--- config.mk ---
export PLATFORM = sky130hd
export DESIGN_NAME = transcript_field_checker_framer_core
export DESIGN_NICKNAME = d
export VERILOG_FILES = /design/src/rtl/tfcf_pkg.sv /design/src/rtl/tfcf_front.sv /design/src/rtl/tfcf_queue.sv /design/src/rtl/tfcf_back.sv /design/src/rtl/transcript_field_checker_framer_core.sv
export SDC_FILE = /design/constraint.sdc
export NUM_CORES = 1
export LEC_CHECK = 0
export ABC_AREA = 1
export BUFFER_PORTS_ARGS = -buffer_cell sky130_fd_sc_hd__clkbuf_2
export CAP_MARGIN = 0
export CORE_MARGIN = 8
export CORE_UTILIZATION = 45
export DETAILED_ROUTE_END_ITERATION = 8
export GPL_TIMING_DRIVEN = 0
export HOLD_SLACK_MARGIN = 0.03
export PLACE_DENSITY = 0.6
export SLEW_MARGIN = 20
export SYNTH_ARGS = -nofsm -noshare
export SYNTH_HDL_FRONTEND = slang
export SYNTH_SLANG_ARGS = --single-unit
--- constraint.sdc ---
create_clock -name clk_i -period 3.2 [get_ports clk_i]
set_clock_uncertainty 0.05 [all_clocks]
set_input_delay 0.16 -clock clk_i [delete_from_list [all_inputs] [get_ports clk_i]]
set_output_delay 0.16 -clock clk_i [all_outputs]
set_load 0.01 [all_outputs]
--- src/rtl/tfcf_pkg.sv ---
// Shared types, constants and check functions for the transcript field checker and framer.
`default_nettype none
package tfcf_pkg;

  // Field numbering and limits.
  localparam logic [3:0] EXPIRY_FIELD = 4'd12;
  localparam logic [6:0] SITE_MAX     = 7'd64;
  localparam logic [6:0] EXPIRY_LEN   = 7'd8;
  localparam logic [6:0] POS_MAX      = 7'd127;
  localparam int unsigned TAG_LEN     = 28;
  localparam int unsigned TAG_W       = $clog2(TAG_LEN);
  localparam logic [TAG_W-1:0] TAG_LAST = TAG_W'(TAG_LEN - 1);

  // Queue between the front and back parts.
  localparam int unsigned QUEUE_DEPTH = 4;
  localparam int unsigned QPTR_W      = $clog2(QUEUE_DEPTH);

  // Error codes.
  localparam logic [2:0] ERR_NONE    = 3'd0;
  localparam logic [2:0] ERR_ORDER   = 3'd1;
  localparam logic [2:0] ERR_LENGTH  = 3'd2;
  localparam logic [2:0] ERR_CHAR    = 3'd3;
  localparam logic [2:0] ERR_UUID    = 3'd4;
  localparam logic [2:0] ERR_EXPIRY  = 3'd5;

  // One queue entry: what the back part emits for one accepted input word.
  typedef struct packed {
    logic       tag;       // domain tag first
    logic       prefix;    // two-byte length prefix
    logic [6:0] flen;      // low prefix byte
    logic       emit;      // one content or status byte
    logic [7:0] data;
    logic       final_w;   // closing word of the transcript
    logic [2:0] err;       // first error, valid with final_w
  } tfcf_entry_t;

  // Keep the earliest error.
  function automatic logic [2:0] merge_err(input logic [2:0] cur, input logic [2:0] nxt);
    merge_err = (cur != ERR_NONE) ? cur : nxt;
  endfunction

  function automatic logic is_uuid_field(input logic [3:0] f);
    is_uuid_field = (f == 4'd0) || (f == 4'd3) || (f == 4'd4) || (f == 4'd6);
  endfunction

  function automatic logic is_hex_lower(input logic [7:0] b);
    is_hex_lower = (b >= 8'h30 && b <= 8'h39) || (b >= 8'h61 && b <= 8'h66);
  endfunction

  // Declared length rule per field.
  function automatic logic length_ok(input logic [3:0] f, input logic [6:0] len);
    logic r;
    r = 1'b1;
    if (is_uuid_field(f)) begin
      r = (len == 7'd36);
    end else begin
      unique case (f)
        4'd1, 4'd2, 4'd8, 4'd11: r = (len == 7'd32);
        4'd5:    r = (len == 7'd43);
        4'd7:    r = (len == 7'd71);
        4'd9:    r = (len <= SITE_MAX);
        4'd10:   r = (len == 7'd0) || (len == 7'd71);
        default: r = 1'b1;
      endcase
    end
    length_ok = r;
  endfunction

  // Digest head "sha256:" by position.
  function automatic logic [7:0] digest_head(input logic [2:0] p);
    logic [7:0] r;
    unique case (p)
      3'd0:    r = 8'h73;
      3'd1:    r = 8'h68;
      3'd2:    r = 8'h61;
      3'd3:    r = 8'h32;
      3'd4:    r = 8'h35;
      3'd5:    r = 8'h36;
      3'd6:    r = 8'h3a;
      default: r = 8'h00;
    endcase
    digest_head = r;
  endfunction

  // Character rule of byte b at position p of field f.
  function automatic logic [2:0] byte_check(input logic [3:0] f, input logic [6:0] p,
                                            input logic [7:0] b);
    logic [2:0] r;
    logic       good;
    r    = ERR_NONE;
    good = 1'b1;
    if (is_uuid_field(f)) begin
      if (p == 7'd8 || p == 7'd13 || p == 7'd18 || p == 7'd23) begin
        r = (b == 8'h2d) ? ERR_NONE : ERR_CHAR;
      end else if (p == 7'd14 && b != 8'h34) begin
        r = ERR_UUID;
      end else if (p == 7'd19 && b != 8'h38 && b != 8'h39 && b != 8'h61 && b != 8'h62) begin
        r = ERR_UUID;
      end else begin
        r = is_hex_lower(b) ? ERR_NONE : ERR_CHAR;
      end
    end else if (f == 4'd5) begin
      good = (b >= 8'h41 && b <= 8'h5a) || (b >= 8'h61 && b <= 8'h7a) ||
             (b >= 8'h30 && b <= 8'h39) || b == 8'h2d || b == 8'h5f;
      r = good ? ERR_NONE : ERR_CHAR;
    end else if (f == 4'd7 || f == 4'd10) begin
      if (p < 7'd7) begin
        r = (b == digest_head(p[2:0])) ? ERR_NONE : ERR_CHAR;
      end else begin
        r = is_hex_lower(b) ? ERR_NONE : ERR_CHAR;
      end
    end else if (f == 4'd9) begin
      r = (b >= 8'h21 && b <= 8'h7e) ? ERR_NONE : ERR_CHAR;
    end
    byte_check = r;
  endfunction

  // Fixed domain tag, one byte per index.
  function automatic logic [7:0] tag_byte(input logic [TAG_W-1:0] i);
    logic [7:0] r;
    unique case (i)
      5'd0:  r = 8'h64;  5'd1:  r = 8'h72;  5'd2:  r = 8'h65;  5'd3:  r = 8'h61;
      5'd4:  r = 8'h6d;  5'd5:  r = 8'h69;  5'd6:  r = 8'h6e;  5'd7:  r = 8'h67;
      5'd8:  r = 8'h77;  5'd9:  r = 8'h72;  5'd10: r = 8'h74;  5'd11: r = 8'h2d;
      5'd12: r = 8'h61;  5'd13: r = 8'h70;  5'd14: r = 8'h2d;  5'd15: r = 8'h65;
      5'd16: r = 8'h6e;  5'd17: r = 8'h72;  5'd18: r = 8'h6f;  5'd19: r = 8'h6c;
      5'd20: r = 8'h6c;  5'd21: r = 8'h6d;  5'd22: r = 8'h65;  5'd23: r = 8'h6e;
      5'd24: r = 8'h74;  5'd25: r = 8'h2d;  5'd26: r = 8'h76;  5'd27: r = 8'h31;
      default: r = 8'h00;
    endcase
    tag_byte = r;
  endfunction

endpackage
`default_nettype wire

--- src/rtl/tfcf_front.sv ---
// Front part: accepts input words, tracks the field sequence and checks every byte.
`default_nettype none
module tfcf_front (
  input  logic                 clk_i,
  input  logic                 rst_ni,
  input  logic                 in_valid_i,
  output logic                 in_ready_o,
  input  logic [3:0]           field_index_i,
  input  logic [6:0]           field_length_i,
  input  logic [7:0]           data_byte_i,
  input  logic                 has_byte_i,
  input  logic                 last_in_field_i,
  input  logic                 q_full_i,
  output logic                 push_o,
  output tfcf_pkg::tfcf_entry_t entry_o
);
  import tfcf_pkg::*;

  logic [3:0] exp_field_q, exp_field_d;
  logic [6:0] pos_q, pos_d;
  logic [6:0] decl_q, decl_d;
  logic [2:0] err_q, err_d;
  logic       exp_nz_q, exp_nz_d;
  logic       open_q, open_d;

  logic       accept, active, opening, is_expiry;
  logic [6:0] decl_cur, pos_cur, pos_nx;
  logic       exp_nz;
  logic [2:0] err;

  assign in_ready_o = !q_full_i;
  assign accept     = in_valid_i && !q_full_i;
  assign active     = has_byte_i || last_in_field_i;
  assign opening    = !open_q;
  assign is_expiry  = (exp_field_q >= EXPIRY_FIELD);

  // Checks in stream order; the first error found is kept.
  always_comb begin
    err      = err_q;
    decl_cur = opening ? (is_expiry ? EXPIRY_LEN : field_length_i) : decl_q;
    pos_cur  = opening ? 7'd0 : pos_q;
    if (field_index_i != exp_field_q) begin
      err = merge_err(err, ERR_ORDER);
    end
    if (opening && !is_expiry && !length_ok(exp_field_q, field_length_i)) begin
      err = merge_err(err, ERR_LENGTH);
    end
    if (has_byte_i) begin
      if (pos_cur >= decl_cur) begin
        err = merge_err(err, ERR_LENGTH);
      end else begin
        err = merge_err(err, byte_check(exp_field_q, pos_cur, data_byte_i));
      end
    end
    pos_nx = (has_byte_i && pos_cur != POS_MAX) ? pos_cur + 7'd1 : pos_cur;
    exp_nz = exp_nz_q || (is_expiry && has_byte_i && data_byte_i != 8'h00);
    if (last_in_field_i) begin
      if (pos_nx != decl_cur) begin
        err = merge_err(err, ERR_LENGTH);
      end
      if (is_expiry) begin
        if (!has_byte_i) begin
          err = merge_err(err, ERR_LENGTH);
        end
        if (!exp_nz) begin
          err = merge_err(err, ERR_EXPIRY);
        end
      end
    end
  end

  // Queue entry for the back part.
  always_comb begin
    entry_o.tag     = opening && (exp_field_q == 4'd0);
    entry_o.prefix  = opening && !is_expiry;
    entry_o.flen    = field_length_i;
    entry_o.emit    = has_byte_i || (last_in_field_i && is_expiry);
    entry_o.data    = has_byte_i ? data_byte_i : 8'h00;
    entry_o.final_w = last_in_field_i && is_expiry;
    entry_o.err     = err;
  end

  // A word with no byte that does not close its field produces nothing.
  assign push_o = accept && active && (entry_o.prefix || entry_o.emit || entry_o.tag);

  // Field sequence state.
  always_comb begin
    exp_field_d = exp_field_q;
    pos_d       = pos_q;
    decl_d      = decl_q;
    err_d       = err_q;
    exp_nz_d    = exp_nz_q;
    open_d      = open_q;
    if (accept && active) begin
      if (last_in_field_i && is_expiry) begin
        exp_field_d = 4'd0;
        pos_d       = 7'd0;
        decl_d      = 7'd0;
        err_d       = ERR_NONE;
        exp_nz_d    = 1'b0;
        open_d      = 1'b0;
      end else if (last_in_field_i) begin
        exp_field_d = exp_field_q + 4'd1;
        pos_d       = 7'd0;
        decl_d      = decl_cur;
        err_d       = err;
        exp_nz_d    = exp_nz;
        open_d      = 1'b0;
      end else begin
        pos_d    = pos_nx;
        decl_d   = decl_cur;
        err_d    = err;
        exp_nz_d = exp_nz;
        open_d   = 1'b1;
      end
    end
  end

  always_ff @(posedge clk_i or negedge rst_ni) begin
    if (!rst_ni) begin
      exp_field_q <= 4'd0;
      pos_q       <= 7'd0;
      decl_q      <= 7'd0;
      err_q       <= ERR_NONE;
      exp_nz_q    <= 1'b0;
      open_q      <= 1'b0;
    end else begin
      exp_field_q <= exp_field_d;
      pos_q       <= pos_d;
      decl_q      <= decl_d;
      err_q       <= err_d;
      exp_nz_q    <= exp_nz_d;
      open_q      <= open_d;
    end
  end

endmodule
`default_nettype wire

--- src/rtl/tfcf_queue.sv ---
// Short queue of emit entries between the front and back parts.
`default_nettype none
module tfcf_queue (
  input  logic                  clk_i,
  input  logic                  rst_ni,
  input  logic                  push_i,
  input  tfcf_pkg::tfcf_entry_t push_entry_i,
  input  logic                  pop_i,
  output tfcf_pkg::tfcf_entry_t head_o,
  output logic                  empty_o,
  output logic                  full_o
);
  import tfcf_pkg::*;

  tfcf_entry_t         slot_q [QUEUE_DEPTH];
  logic [QPTR_W-1:0]   wr_q, wr_d, rd_q, rd_d;
  logic [QPTR_W:0]     cnt_q, cnt_d;
  logic                do_push, do_pop;

  assign empty_o = (cnt_q == '0);
  assign full_o  = (cnt_q == (QPTR_W+1)'(QUEUE_DEPTH));
  assign head_o  = slot_q[rd_q];
  assign do_push = push_i && !full_o;
  assign do_pop  = pop_i && !empty_o;

  // Pointer and fill count update.
  always_comb begin
    wr_d  = do_push ? wr_q + 1'b1 : wr_q;
    rd_d  = do_pop ? rd_q + 1'b1 : rd_q;
    cnt_d = cnt_q;
    if (do_push && !do_pop) begin
      cnt_d = cnt_q + 1'b1;
    end else if (do_pop && !do_push) begin
      cnt_d = cnt_q - 1'b1;
    end
  end

  always_ff @(posedge clk_i or negedge rst_ni) begin
    if (!rst_ni) begin
      wr_q  <= '0;
      rd_q  <= '0;
      cnt_q <= '0;
    end else begin
      wr_q  <= wr_d;
      rd_q  <= rd_d;
      cnt_q <= cnt_d;
    end
  end

  // Entry storage.
  always_ff @(posedge clk_i) begin
    if (do_push) begin
      slot_q[wr_q] <= push_entry_i;
    end
  end

endmodule
`default_nettype wire

--- src/rtl/tfcf_back.sv ---
// Back part: expands queue entries into output bytes through a registered output word.
`default_nettype none
module tfcf_back (
  input  logic                  clk_i,
  input  logic                  rst_ni,
  input  tfcf_pkg::tfcf_entry_t head_i,
  input  logic                  head_valid_i,
  output logic                  pop_o,
  output logic                  out_valid_o,
  input  logic                  out_ready_i,
  output logic [7:0]            out_byte_o,
  output logic                  last_out_o,
  output logic                  ok_o,
  output logic [2:0]            error_code_o
);
  import tfcf_pkg::*;

  localparam logic [2:0] PH_START = 3'd0;
  localparam logic [2:0] PH_TAG   = 3'd1;
  localparam logic [2:0] PH_HI    = 3'd2;
  localparam logic [2:0] PH_LO    = 3'd3;
  localparam logic [2:0] PH_DATA  = 3'd4;

  logic [2:0]       phase_q, phase_d, phase_eff;
  logic [TAG_W-1:0] tcnt_q, tcnt_d;
  logic             can_load, fire;
  logic             valid_q, valid_d;
  logic [7:0]       byte_q, byte_d;
  logic             last_q, ok_q;
  logic [2:0]       err_q;
  logic [7:0]       next_byte;
  logic             next_final;

  assign can_load = !valid_q || out_ready_i;
  assign fire     = head_valid_i && can_load;

  // Step within the head entry, and the byte it yields.
  always_comb begin
    if (phase_q != PH_START) begin
      phase_eff = phase_q;
    end else if (head_i.tag) begin
      phase_eff = PH_TAG;
    end else if (head_i.prefix) begin
      phase_eff = PH_HI;
    end else begin
      phase_eff = PH_DATA;
    end
    phase_d    = phase_q;
    tcnt_d     = tcnt_q;
    pop_o      = 1'b0;
    next_byte  = 8'h00;
    next_final = 1'b0;
    unique case (phase_eff)
      PH_TAG: begin
        next_byte = tag_byte(tcnt_q);
        if (fire) begin
          tcnt_d  = (tcnt_q == TAG_LAST) ? '0 : tcnt_q + 1'b1;
          phase_d = (tcnt_q == TAG_LAST) ? PH_HI : PH_TAG;
        end
      end
      PH_HI: begin
        next_byte = 8'h00;
        if (fire) begin
          phase_d = PH_LO;
        end
      end
      PH_LO: begin
        next_byte = {1'b0, head_i.flen};
        if (fire) begin
          phase_d = head_i.emit ? PH_DATA : PH_START;
          pop_o   = !head_i.emit;
        end
      end
      PH_DATA: begin
        next_byte  = head_i.data;
        next_final = head_i.final_w;
        if (fire) begin
          phase_d = PH_START;
          pop_o   = 1'b1;
        end
      end
      default: begin
        next_byte = 8'h00;
      end
    endcase
  end

  // Output word register.
  always_comb begin
    valid_d = valid_q;
    byte_d  = byte_q;
    if (fire) begin
      valid_d = 1'b1;
      byte_d  = next_byte;
    end else if (out_ready_i) begin
      valid_d = 1'b0;
    end
  end

  always_ff @(posedge clk_i or negedge rst_ni) begin
    if (!rst_ni) begin
      phase_q <= PH_START;
      tcnt_q  <= '0;
      valid_q <= 1'b0;
    end else begin
      phase_q <= phase_d;
      tcnt_q  <= tcnt_d;
      valid_q <= valid_d;
    end
  end

  always_ff @(posedge clk_i) begin
    byte_q <= byte_d;
    if (fire) begin
      last_q <= next_final;
      ok_q   <= next_final && (head_i.err == ERR_NONE);
      err_q  <= next_final ? head_i.err : ERR_NONE;
    end
  end

  assign out_valid_o  = valid_q;
  assign out_byte_o   = byte_q;
  assign last_out_o   = last_q;
  assign ok_o         = ok_q;
  assign error_code_o = err_q;

endmodule
`default_nettype wire

--- src/rtl/transcript_field_checker_framer_core.sv ---
// Top level of the transcript field checker and framer.
//
// Takes one input word per cycle and emits the framed transcript one byte per cycle on the
// master stream. Outside the expiry field, a field's opening word produces three bytes (prefix
// and first content byte), the first word of a transcript thirty-one (28-byte domain tag,
// prefix, content byte), and every other word one byte, or none for an empty word; the byte
// rate is set by the output sequencer, which emits one byte per cycle while m_tready is high
// and the queue is not empty. A four-entry queue lets input words keep arriving during those
// bursts; input stalls only when it is full. The last byte of a transcript carries tlast, ok
// and the first error code; those status bits are zero on every other byte.
`default_nettype none
module transcript_field_checker_framer_core (
  input  logic        clk_i,
  input  logic        rst_ni,
  input  logic        s_tvalid,
  output logic        s_tready,
  input  logic [15:0] s_tdata,   // [6:0] field_length, [14:7] data_byte, [15] zero
  input  logic [4:0]  s_tuser,   // [3:0] field_index, [4] has_byte
  input  logic        s_tlast,   // last_in_field
  output logic        m_tvalid,
  input  logic        m_tready,
  output logic [15:0] m_tdata,   // [7:0] out_byte, [8] ok, [11:9] error_code, [15:12] zero
  output logic        m_tlast    // last_out
);
  import tfcf_pkg::*;

  tfcf_entry_t push_entry, head;
  logic        push, pop, q_empty, q_full;
  logic [7:0]  out_byte;
  logic        ok;
  logic [2:0]  error_code;

  tfcf_front u_front (
    .clk_i           (clk_i),
    .rst_ni          (rst_ni),
    .in_valid_i      (s_tvalid),
    .in_ready_o      (s_tready),
    .field_index_i   (s_tuser[3:0]),
    .field_length_i  (s_tdata[6:0]),
    .data_byte_i     (s_tdata[14:7]),
    .has_byte_i      (s_tuser[4]),
    .last_in_field_i (s_tlast),
    .q_full_i        (q_full),
    .push_o          (push),
    .entry_o         (push_entry)
  );

  tfcf_queue u_queue (
    .clk_i        (clk_i),
    .rst_ni       (rst_ni),
    .push_i       (push),
    .push_entry_i (push_entry),
    .pop_i        (pop),
    .head_o       (head),
    .empty_o      (q_empty),
    .full_o       (q_full)
  );

  tfcf_back u_back (
    .clk_i        (clk_i),
    .rst_ni       (rst_ni),
    .head_i       (head),
    .head_valid_i (!q_empty),
    .pop_o        (pop),
    .out_valid_o  (m_tvalid),
    .out_ready_i  (m_tready),
    .out_byte_o   (out_byte),
    .last_out_o   (m_tlast),
    .ok_o         (ok),
    .error_code_o (error_code)
  );

  assign m_tdata = {4'b0000, error_code, ok, out_byte};

endmodule
`default_nettype wire

# Yosys cells after proc, flatten, opt, wreduce, memory -nomap -nowiden
# Memory sizes are Yosys's and may differ from the RTL's.
# Cells that the tools add are included.
# op_classes
n_mux	77
order_cmp	13
reduce_logical	75
n_addsub	7
n_eq_ne	48
# ops
cell	count
3-bit 2-to-1 mux	38
8-bit 2-to-1 mux	7
7-bit 2-to-1 mux	7
7-bit one-hot mux with 7 select lines	1
8-bit by 7-bit <= comparator with 1-bit output (second input constant)	4
1-bit logical AND	26
8-bit by 6-bit != test with 1-bit output (second input constant)	3
8-bit one-hot mux with 3 select lines	1
7-bit by 4-bit equality test with 1-bit output (second input constant)	3
7-bit by 5-bit equality test with 1-bit output (second input constant)	3
7-bit by 6-bit equality test with 1-bit output (second input constant)	3
3-bit nonzero test	7
1-bit logical OR	19
4-bit by 3-bit equality test with 1-bit output (second input constant)	4
4-bit equality test (second input constant)	4
8-bit by 6-bit >= comparator with 1-bit output (second input constant)	2
8-bit by 7-bit >= comparator with 1-bit output (second input constant)	2
8-bit by 7-bit != test with 1-bit output (second input constant)	2
3-bit equality test (second input constant)	5
3-bit by 2-bit equality test with 1-bit output (second input constant)	4
2-bit 2-to-1 mux	6
3-bit one-hot mux with 4 select lines	1
1-bit 2-to-1 mux	11
1-bit zero test	9
36 further kinds	48
# word_totals
mem_count	2
out_inout_bits	19
ff_bits	52
ram_bits	88
mem_bits_ro	224
# mem_list
name	depth	word_bits	rd	rd_clocked_by_memory_dff	write_ports	line_no	rtl
(name not given)	32	7	1	0	0	tfcf_pkg.sv:121	unique case (i)
u_queue.slot_q	4	22	1	0	1	tfcf_queue.sv:15	tfcf_entry_t slot_q [QUEUE_DEPTH];

# Logic depth before layout (Yosys ltp)
# depth
depth_word	33
ltp_mapped	20
ltp_nobuf	19

# Hierarchy
# From an unflattened synthesis, not the netlist that was laid out.
# unflattened
cells_unflattened	1002
area_unflattened_um2	8296.7
# by_module_without_submodules
mod	area_each_um2	seq_area_each_um2	n_inst	cells_each
tfcf_queue	3971.3	2817.7	1	317
tfcf_front	2801.4	575.6	1	481
tfcf_back	1478.9	615.6	1	197
transcript_field_checker_framer_core	45.0	0.0	1	7

# Least setup slack after synthesis
# No wires, ideal clock.
# synth_path
path_type	reg2reg
start	reg u_front.exp_field_q[2]
end	mem u_queue.slot_q[0][0] (netlist name) (enable)
slack_ps	539
required_ps	2749
setup_ps	401
arrival_ps	2211
period_less_slack_ps	2661
path_stages_with_launch	8
path_cell_list	dfrtp_1 -> buf_4 -> nand2_2 -> nor2_1 -> inv_1 -> nand2_1 -> o21ai_1 -> nor2_1
# synth_rtl
element	line_no	rtl
start, declared	tfcf_front.sv:19	logic [3:0] exp_field_q, exp_field_d;
start signal, assigned	tfcf_front.sv:128	exp_field_q <= exp_field_d;
end, declared	tfcf_queue.sv:15	

# Final worst setup path
# layout_path
start	reg u_queue.rd_q[1]
end	reg u_queue.cnt_q[2]
# layout_via
elab_chain_len	10
# layout_lines
element	line_no	rtl
start, declared	tfcf_queue.sv:16	logic [QPTR_W-1:0] wr_q, wr_d, rd_q, rd_d;
start signal, assigned	tfcf_queue.sv:45	rd_q <= rd_d;
memory read 4 x 22 bit *	n/a	
3-bit 2-to-1 mux	tfcf_back.sv:43	end else if (head_i.prefix) begin
3-bit 2-to-1 mux	tfcf_back.sv:41	end else if (head_i.tag) begin
3-bit 2-to-1 mux	tfcf_back.sv:39	if (phase_q != PH_START) begin
3-bit equality test or 3-bit by 2-bit equality test with 1-bit output (tied branches)	tfcf_back.sv:53	unique case (phase_eff)
1-bit one-hot mux with 2 select lines *	tfcf_back.sv:53	
1-bit logical AND *	tfcf_queue.sv:24	assign do_pop = pop_i && !empty_o;
1-bit zero test	tfcf_queue.sv:31	if (do_push && !do_pop) begin
1-bit logical AND	tfcf_queue.sv:31	
3-bit 2-to-1 mux or 2-bit nonzero test (tied branches)	n/a	
end signal, assigned	tfcf_queue.sv:46	cnt_q <= cnt_d;
end, declared	tfcf_queue.sv:17	logic [QPTR_W:0] cnt_q, cnt_d;
# Every way passes the cells marked *; elsewhere a longest branch is shown, timed or not.
# A chain may end at the register's enable or synchronous reset.

==> flow_summary.json <==
{
  "io_buffers": 36,
  "post-route-util": 0.5263,
  "yosys_warnings": 0,
  "post-cts-setup-buffers": 0,
  "max_slew_margin": 0.4989,
  "post_drt_wl_per_cell_um": 16.60,
  "cts_root_buf": "clkbuf_16",
  "postLayoutSetupSlackWorst_ns": 0.2121,
  "r2r_cells": 15,
  "cp_max_fo": 10,
  "hold_path.class": "primary input to flip-flop",
  "finalPower_uw": 8249,
  "start_util": 0.4525,
  "required_ns": 3.46,
  "syn_area_mm2": 0.007719,
  "max_stage_delay_ns": 0.39,
  "die_h_um": 147.0,
  "hold_viol_final": 0,
  "final_cell_mix": "nand2_1 (176), inv_1 (109), edfxtp_1 (101), nor2_1 (93), o21ai_0 (76)",
  "p_leak_uw": 0.003904,
  "mostFrequentLayoutCell": "nand2_1",
  "worst_skew_pair.late_latency_ns": 0.43,
  "gp_congestion": 0.9334,
  "dp_slack_ns": -0.2643,
  "cts.clk_slew.worst_paths_ns": 0.06,
  "period_needed_ns": 2.988,
  "p_per_area_mw_per_mm2": 919.0,
  "crit_type": "flip-flop to flip-flop",
  "first_pass_iters": 5,
  "syn-instance-count": 887,
  "synth_seq_cells": 140,
  "routed_wl_um": 19770,
  "syn_to_final_growth_pct": 16.29,
  "cts_buffers": 17,
  "drt_iter0_markers": 368,
  "fmax_ghz": 0.3347,
  "drive_gt1_frac": 0.1356,
  "core_mm2": 0.01706,
  "slowest_stage": "fa_1",
  "final-max-slew-violation-count": 0,
  "ant_nets": 0,
  "grt_max_degree": 40,
  "path_cells": "clkbuf_4, o21ai_0, o22ai_1, nand3_1, nand2_1, nor2_4, inv_1, nand2_1, nand3_2, ha_1, inv_1, fa_1, a21oi_1, o21ai_0, xor2_1",
  "ys_seq_area_frac": 0.5194,
  "cp.arrival_ns": 3.24,
  "die_w_um": 147.0,
  "antenna_found_initial": 0,
  "crit_path_end_kind": "flip-flop",
  "hpwl_um": 14290,
  "placed_area_mm2": 0.008242,
  "cts.sinks": 140,
  "tightest_slew_ns": 0.7498,
  "antennaDiodeCount": 0,
  "grt_overflow": 0,
  "ctsLongestPathBuffers": 2,
  "pin_count": 45,
  "r2r_setup_slack_ns": 0.21,
  "track_usage": 0.1865,
  "htree_levels": 4,
  "drc": 0,
  "grt_pass1_vias": 6130,
  "via_per_inst": 5.248,
  "setup_viol": 0,
  "finalCritPeriodShare": 0.9337,
  "outcome": "complete, no violations",
  "hold_depth": 1,
  "rows": 48,
  "num_vias": 6250,
  "final_area_mm2": 0.008976,
  "final_nets": 1001,
  "syn-mean-instance-area_um2": 8.702,
  "maxCapViolations": 0,
  "ir_drop_v": 0.0004297,
  "tritoncts": "built",
  "grt_pass1_wl_um": 31640,
  "die_area_mm2": 0.02160,
  "startpoint_type": "flip-flop",
  "synthDistinctLibCells": 50
}
## logic make-up after synthesis
| group | after synthesis | synth area share |
|---|---|---|
| buffers and inverters | 149 | 0.07894 |
| AOI/OAI and AO/OA | 175 | 0.1310 |
| and+or+nand+nor | 387 | 0.2188 |
| adders and majority gates | 22 | 0.03663 |
| xor gates and xnor gates | 13 | 0.01475 |
| other | 1 | 0.0004858 |
| DFF | 140 | 0.5194 |
## power breakdown
group          total (uW)  switching [uW]  internal, uW
logic                3510            2380          1130
registers            2710             212          2500
clock network        2030             780          1250
## timing repair
item,in CTS,in global routing
hold buffers,7,0
resized for setup,2,12
setup endpoints to repair,9,12
endpoints found under the hold margin,60,0
pin swaps,0,0
## synthesized netlist by cell type (all sizes together)
cell type / instances / area share
o21a: 1 / 0.00097
ha: 21 / 0.034
a31oi: 1 / 0.00081
nor2: 106 / 0.055
nand3: 67 / 0.045
a22oi: 1 / 0.00097
nand2: 186 / 0.094
nand3b: 2 / 0.0019
o211ai: 6 / 0.0058
xnor2: 4 / 0.0045
nor3: 9 / 0.0058
a32o: 3 / 0.0039
buf: 14 / 0.013
a21oi: 37 / 0.025
a41oi: 1 / 0.0011
conb: 1 / 0.00049
xor2: 9 / 0.010
dfrtp: 39 / 0.13
o22a: 1 / 0.0011
or2: 2 / 0.0016
o21ai: 83 / 0.055
clkinv: 3 / 0.0015
o221ai: 1 / 0.0011
clkbuf: 15 / 0.0073
a221oi: 1 / 0.0011
o22ai: 32 / 0.026
a21boi: 1 / 0.00097
a221o: 2 / 0.0026
a211oi: 2 / 0.0019
nand4: 13 / 0.013
edfxtp: 101 / 0.39
a211o: 1 / 0.0011
fa: 1 / 0.0026
inv: 117 / 0.057
nor3b: 2 / 0.0019
o311ai: 1 / 0.0011
## final cells by class
| cell class | instances | area, um^2 |
|---|---|---|
| Fill cell | 1597 | 8080 |
| Sequential cell | 140 | 4009 |
| Multi-Input combinational cell | 601 | 3201 |
| Inverter | 120 | 455.4 |
| Clock buffer | 18 | 439.2 |
| Tap cell | 225 | 281.5 |
| Timing Repair Buffer | 44 | 264.0 |
| Clock inverter | 14 | 167.7 |
| Buffer | 29 | 158.9 |
## final timing paths
kind / from / endpoint
setup / recovery: u_queue.rd_q[1] / u_queue.cnt_q[2]
hold / removal: s_tdata[6] / u_queue.slot_q[1][19]
setup reg to reg: u_queue.rd_q[1] / u_queue.cnt_q[2]
hold reg to reg: u_front.exp_nz_q / u_front.exp_nz_q
max in group asynchronous: rst_ni / u_front.decl_q[6]
min in group asynchronous: rst_ni / u_front.pos_q[2]
## per-layer routing
metal  GRT usage  part of all wire  vias up  wire length [um]
met5           0                 0        -                 0
met4     0.06527             0.022        0               429
met3     0.04091             0.043       39               853
met1      0.2261              0.43     2938              8550
li1            -                 -     3127                 -
met2      0.3212              0.50      146              9941
## critical path: cells and delay by family (launching register included)
| family | cells | cell delay (ns) |
|---|---|---|
| adders and majority gates | 2 | 0.55 |
| buffers and inverters | 3 | 0.47 |
| and+or+nand+nor | 5 | 0.64 |
| DFF | 1 | 0.38 |
| AOI/OAI and AO/OA | 4 | 0.61 |
| xor gates and xnor gates | 1 | 0.15 |
## through the flow
stage | std cells | hold WS (ns) | setup TNS [ns]
3_3_place_gp | 1151 | 0.3058 | -76.45
2_1_floorplan | 890 | -0.1856 | 0
4_1_cts | 1191 | 0.03741 | 0
5_1_grt | 1191 | 0.03055 | -0.02411
6_report | 1191 | 0.04777 | 0
3_5_place_dp | 1152 | 0.1961 | -0.4904
## sequential cells by signal (all words and copies together) (netlist names)
| register | flops |
|---|---|
| u_queue.slot_q | 88 |
| u_back.out_byte_o | 8 |
| u_front.decl_q | 7 |
| u_front.pos_q | 7 |
| u_back.tcnt_q | 5 |
| u_front.exp_field_q | 4 |
| u_back.error_code_o | 3 |
| u_back.phase_q | 3 |
| u_front.err_q | 3 |
| u_queue.cnt_q | 3 |
| u_queue.rd_q | 2 |
| u_queue.wr_q | 2 |
| u_back.last_out_o | 1 |
| u_back.ok_o | 1 |
| u_back.out_valid_o | 1 |
| u_front.exp_nz_q | 1 |
| u_front.open_q | 1 |
(Power assumes the default switching activity.)
